--- config.mk ---
export PLATFORM = sky130hd
export DESIGN_NAME = ttb_alu
export DESIGN_NICKNAME = d
export VERILOG_FILES = /design/src/ttb_pkg.sv /design/src/ttb_alu.sv
export SDC_FILE = /design/constraint.sdc
export NUM_CORES = 2
export LEC_CHECK = 0
export BUFFER_PORTS_ARGS = -buffer_cell sky130_fd_sc_hd__buf_2
export CORE_UTILIZATION = 60
export DETAILED_ROUTE_END_ITERATION = 10
export HOLD_SLACK_MARGIN = 0.02
export MAX_ROUTING_LAYER = met4
export PLACE_DENSITY_LB_ADDON = 0.05
export REMOVE_ABC_BUFFERS = 1
export SYNTH_ARGS = -nofsm -noshare
export SYNTH_HDL_FRONTEND = slang
export SYNTH_SLANG_ARGS = --single-unit
--- constraint.sdc ---
create_clock -name i_clk -period 8 [get_ports i_clk]
set_input_delay 2 -clock i_clk [delete_from_list [all_inputs] [get_ports i_clk]]
set_output_delay 2 -clock i_clk [all_outputs]
set_load 0.02 [all_outputs]
--- src/ttb_pkg.sv ---
package ttb_pkg;

    localparam int InFracBits  = 16;
    localparam int OutFracBits = 14;

    // Tiny-value threshold in product format, rounded, at least one.
    localparam longint EpsRaw = longint'(((64'd1 << (2 * InFracBits)) + 64'd500000) / 64'd1000000);
    localparam logic signed [63:0] Eps = (EpsRaw < 1) ? 64'sd1 : 64'(EpsRaw);

    localparam logic signed [32:0] EdgeMax = 33'sd2147483647;

    // Operation codes for the shared arithmetic unit.
    typedef enum logic [1:0] {
        OP_MUL,
        OP_SQRT,
        OP_DIV
    } t_op;

    typedef struct packed {
        logic        start;
        t_op         op;
        logic [63:0] a;
        logic [63:0] b;
    } t_alu_req;

    typedef struct packed {
        logic        done;
        logic [63:0] res;
    } t_alu_rsp;

    typedef enum logic [4:0] {
        S_IDLE,
        S_EDGE,
        S_MUL,
        S_MULW,
        S_COMB,
        S_CLAMP,
        S_NSTART,
        S_NMAX,
        S_NSHR,
        S_NSHL,
        S_NSQ,
        S_NSQW,
        S_NSQRT,
        S_NSQRTW,
        S_NDIV,
        S_NDIVW,
        S_NSTORE,
        S_OUT
    } t_state;

    function automatic logic [63:0] mag64(input logic signed [63:0] v);
        mag64 = v[63] ? 64'(-v) : 64'(v);
    endfunction

    function automatic logic signed [31:0] edge_sat(input logic signed [31:0] a,
                                                    input logic signed [31:0] b);
        logic signed [32:0] d;
        d = 33'(a) - 33'(b);
        if (d > EdgeMax) edge_sat = 32'sh7fffffff;
        else if (d < -EdgeMax) edge_sat = -32'sh7fffffff;
        else edge_sat = d[31:0];
    endfunction

endpackage

--- src/ttb_alu.sv ---
module ttb_alu (
    input  logic              i_clk,
    input  logic              i_rst_n,
    input  ttb_pkg::t_alu_req i_req,
    output ttb_pkg::t_alu_rsp o_rsp
);
    import ttb_pkg::*;

    logic        r_busy, n_busy;
    t_op         r_op, n_op;
    logic [6:0]  r_cnt, n_cnt;
    logic [63:0] r_a, n_a;
    logic [63:0] r_b, n_b;
    logic [63:0] r_acc, n_acc;
    logic [63:0] r_rem, n_rem;
    logic        r_done, n_done;

    logic [64:0] sq_trial;
    logic [64:0] div_trial;
    logic [63:0] div_rem_sh;
    logic signed [63:0] mul_a;
    logic signed [63:0] mul_b;
    logic signed [63:0] mul_p;

    // Signed 32x32 product in one step, square root and division one bit a cycle.
    // The operands are the sign-extended low words, so the low 64 bits of the
    // product are the full 32x32 result.
    assign mul_a      = {{32{r_a[31]}}, r_a[31:0]};
    assign mul_b      = {{32{r_b[31]}}, r_b[31:0]};
    assign mul_p      = mul_a * mul_b;
    assign sq_trial   = {1'b0, r_rem} - {1'b0, r_acc | r_b};
    assign div_rem_sh = {r_rem[62:0], r_a[63]};
    assign div_trial  = {1'b0, div_rem_sh} - {1'b0, r_b};

    always_comb begin
        n_busy = r_busy;
        n_op   = r_op;
        n_cnt  = r_cnt;
        n_a    = r_a;
        n_b    = r_b;
        n_acc  = r_acc;
        n_rem  = r_rem;
        n_done = 1'b0;
        if (i_req.start) begin
            n_busy = 1'b1;
            n_op   = i_req.op;
            n_a    = i_req.a;
            n_b    = (i_req.op == OP_SQRT) ? (64'd1 << 62) : i_req.b;
            n_rem  = (i_req.op == OP_SQRT) ? i_req.a : 64'd0;
            n_acc  = 64'd0;
            n_cnt  = (i_req.op == OP_DIV) ? 7'd64 : (i_req.op == OP_SQRT) ? 7'd32 : 7'd1;
        end else if (r_busy) begin
            unique case (r_op)
                OP_MUL: begin
                    n_acc = 64'(mul_p);
                end
                OP_SQRT: begin
                    if (!sq_trial[64]) begin
                        n_rem = sq_trial[63:0];
                        n_acc = (r_acc >> 1) + r_b;
                    end else begin
                        n_acc = r_acc >> 1;
                    end
                    n_b = r_b >> 2;
                end
                OP_DIV: begin
                    n_a = {r_a[62:0], 1'b0};
                    if (!div_trial[64]) begin
                        n_rem = div_trial[63:0];
                        n_acc = {r_acc[62:0], 1'b1};
                    end else begin
                        n_rem = div_rem_sh;
                        n_acc = {r_acc[62:0], 1'b0};
                    end
                end
                default: begin
                    n_acc = r_acc;
                end
            endcase
            n_cnt = r_cnt - 7'd1;
            if (r_cnt == 7'd1) begin
                n_busy = 1'b0;
                n_done = 1'b1;
            end
        end
    end

    always_ff @(posedge i_clk) begin
        if (!i_rst_n) begin
            r_busy <= 1'b0;
            r_done <= 1'b0;
            r_op   <= OP_MUL;
            r_cnt  <= 7'd0;
        end else begin
            r_busy <= n_busy;
            r_done <= n_done;
            r_op   <= n_op;
            r_cnt  <= n_cnt;
        end
        r_a   <= n_a;
        r_b   <= n_b;
        r_acc <= n_acc;
        r_rem <= n_rem;
    end

    assign o_rsp.done = r_done;
    assign o_rsp.res  = r_acc;

    // A finished operation never coincides with a still-running one.
    a_done_idle: assert property (@(posedge i_clk) disable iff (!i_rst_n)
        r_done |-> !r_busy) else $error("alu done while busy");
    a_start_busy: assert property (@(posedge i_clk) disable iff (!i_rst_n)
        i_req.start |=> r_busy) else $error("alu did not start");
    a_cnt_live: assert property (@(posedge i_clk) disable iff (!i_rst_n)
        r_busy |-> r_cnt != 7'd0) else $error("alu count ran out");

endmodule

==> impl_metrics.yaml <==
placement:
  routabilityCongestion: 1.03
  portBuffers: 197
  dp_hpwl_um: 162000
  post-place-cells: 8339
  post_dp_cell_area_um2: 66000
grt:
  grt_pass1_wl_um: 307000
  grt_remaining_overflow: 0
  grt_pass1_vias: 52200
  grt_max_degree: 67
  grt_use_total_pct: 40.5
  antenna_found_initial: 10
routing:
  antenna_left: 0
  post-route-drc-count: 0
  drtPass1Iterations: 6
  vias_per_cell: 6.07
  vias: 51500
  wl_um: 203000
  drtIter0Drc: 4467
  wl_per_cell_um: 23.9
setup_path:
  startpoint: "r_b[12]"
  crit_arrival_ps: 8450
  cp-end-kind: "flop"
  worstSetupPathType: "flop to flop"
  cp_max_fo: 6
  worst_setup_path_start_kind: "flop"
  crit-reg2reg-launch: "r_b[12]"
  cp.required_ps: 8460
  reg2reg_slack_ps: 20
run_status:
  status: "completed"
floorplan:
  boundaryPins: 198
  start_util_pct: 60.6
  row_count: 116
  core_um2: 100000
  die_w_um: 320
  dieArea_um2: 102000
  die_h_um: 320
final_layout:
  final_area_um2: 69200
  stdcell_count: 8485
  drive_above_1_share_pct: 15.4
  synthToLayoutAreaGrowth_pct: 14.0
  fill_cells: 8092
  fin_nets: 8752
clock_network:
  clockBufferDepth: 3
  clkSlewWorstSetupHoldPaths_ps: 60
  cts_root_buf: "clkbuf_16"
  h-tree-depth: 2
  clock_latency_ps: 580
  tritoncts: "done"
  cts_inserted_buffers: 36
  clkSinkCount: 267
  hold_buffers: 0
sta:
  timing.final.hold_violations: 0
  grt_setup_unrepaired: "yes"
  final.period_utilization_pct: 99.8
  tightest_slew_ps: 1190
  finalCriticalPeriod_ps: 7980
  setup_viol: 0
  slew_headroom_pct: 20.4
  drv_slew: 0
  skew_ps: 26.7
  fmax_ghz: 0.125
synth:
  synth_top_area_share_pct: 35.8
  async_flop_share_pct: 0
  yosysWarnings: 0
  syn-instance-count: 6788
  yosysTopAreaCell: "fa_1"
  synth_edf_count: 192
  synth_seq_cells: 267
  syn_area_per_cell_um2: 8.94
  synth_area_leaders: "fa_1 (36%), edfxtp_1 (9.5%), ha_1 (7.9%)"
  yosysUniqueCellTypes: 90
  syn_area_um2: 60700
  ys.flop_type: "edfxtp_1"
  synth-seq-area-share_pct: 12.0
min_path:
  hp-start: "r_cnt[1]"
  hold_path.class: "flop to flop"
job:
  drv_cap: 0
==> routing by layer <==
metal	share of wire [%]	routed length (µm)	track usage, %
met4	6.1	12400	17.6
met2	46	93300	63.0
met1	39	78400	52.3
met3	9.4	19100	6.95
met5	0	0	-
==> layout make-up <==
type,count,area [µm²],area share (%)
Antenna cell,8,20.0,0.0289
Inverter,1081,4060,5.87
Timing Repair Buffer,723,6240,9.02
Multi-Input combinational cell,5043,48800,70.5
Clock buffer,46,1020,1.48
Clock inverter,19,144,0.208
Tap cell,1298,1620,2.35
Sequential cell,267,7270,10.5
==> critical path: stages (launching register included) <==
cell       delay (ps)
edfxtp_1          430
buf_6             150
buf_12            140
buf_8             130
buf_4             140
and2_1            150
fa_1              530
inv_1              50
fa_1              480
fa_1              520
fa_1              520
inv_1              60
fa_1              580
fa_1              440
fa_1              520
fa_1              430
ha_1              330
a21o_1            200
o21bai_1          190
a31oi_1           190
o21ai_2           120
a2111oi_4         430
nand2_8           110
a31oi_4           250
nor2_2             70
a221oi_2          290
xor2_1            120
a2111oi_2         290
==> per-stage QoR <==
stage | TNS, ps | hold WS (ps) | util, % | setup slack [ps]
floorplan | -623 | 471 | - | -278
global placement | -9670 | 485 | 65.9 | -1000
detailed placement | -3190 | 503 | 65.9 | -402
CTS | -19.3 | 508 | 67.7 | -10.1
global route | -940 | 538 | 69.1 | -227
finish | 0 | 499 | 69.1 | 17.3
==> state kept, by name (all words and copies together), names as in the netlist <==
register  cells
r_a          64
r_acc        64
r_b          64
r_rem        64
r_cnt         7
r_op          2
r_busy        1
r_done        1
==> cells by family after synthesis <==
kind of cell	Yosys count	synth area share (%)
AOI/OAI and AO/OA	1279	13.9
and+or+nand+nor	1944	15.6
buffers and inverters	1478	9.32
adders and majority gates	1467	43.7
DFF	267	12.0
xor gates and xnor gates	236	3.41
muxes	117	2.09
==> path summary, 6_finish.rpt <==
path / endpoint / cells past startpoint
max: r_acc[61] / 27
min: r_cnt[1] / 2
max reg2reg: r_acc[61] / 27
min reg2reg: r_cnt[1] / 2
==> synthesized netlist by cell type (9+ instances only) <==
cell and count:
fa_1 1085, inv_1 1079, nand2_1 788, and2_1 533
ha_1 382, clkbuf_1 363, a21oi_1 324, o21ai_0 266
nor2_1 261, edfxtp_1 192, a21o_1 169, xnor2_1 146
xor2_1 90, dfxtp_1 75, mux2_2 69, nand4_1 65
a221oi_1 62, nor3_1 58, o21bai_1 56, nand3_1 53
mux2i_1 44, a31oi_1 38, nand2b_1 37, o21ai_1 37
a211oi_1 34, o21a_1 34, nor2b_1 33, a22oi_1 29
and3_1 26, o211ai_1 26, o31ai_1 24, a2111oi_2 18
nor4_1 18, o22ai_1 18, or3_1 16, a221o_1 15
and4_1 15, nand3b_1 14, o221ai_1 14, a21boi_0 12
buf_2 12, a31o_2 11, buf_4 10, a2111oi_0 9
or2_2 9
==> layout by cell type, fill, tap and decap left out, drive strengths merged, types with 15 or more instances in the layout <==
cell type,count
a211oi,36
a22oi,29
clkbuf,56
fa,1085
o21ai,303
ha,382
o211ai,26
mux2,73
inv,1083
and3,26
xor2,90
nor2,263
a2111oi,31
nor3,59
edfxtp,192
nand2,789
clkinv,15
dfxtp,75
nor2b,33
nand4,65
o31ai,25
nand2b,37
a221o,15
a21oi,325
nand3,53
a21o,169
o21a,34
nor4,19
and2,536
and4,15
mux2i,44
a221oi,65
buf,713
or3,16
o22ai,18
xnor2,146
a31oi,38
o21bai,56
==> repair_timing <==
item / 4_1_cts / 5_1_grt
setup endpoints to repair: 22 / 28
gates cloned: 4 / 9
pin swaps: 60 / 162
gates resized for setup: 74 / 218
buffers inserted: 21 / 41
Power is left out: the tool's default activity adds up to more than one toggle a clock period on the data nets, which glitch-free logic cannot reach.
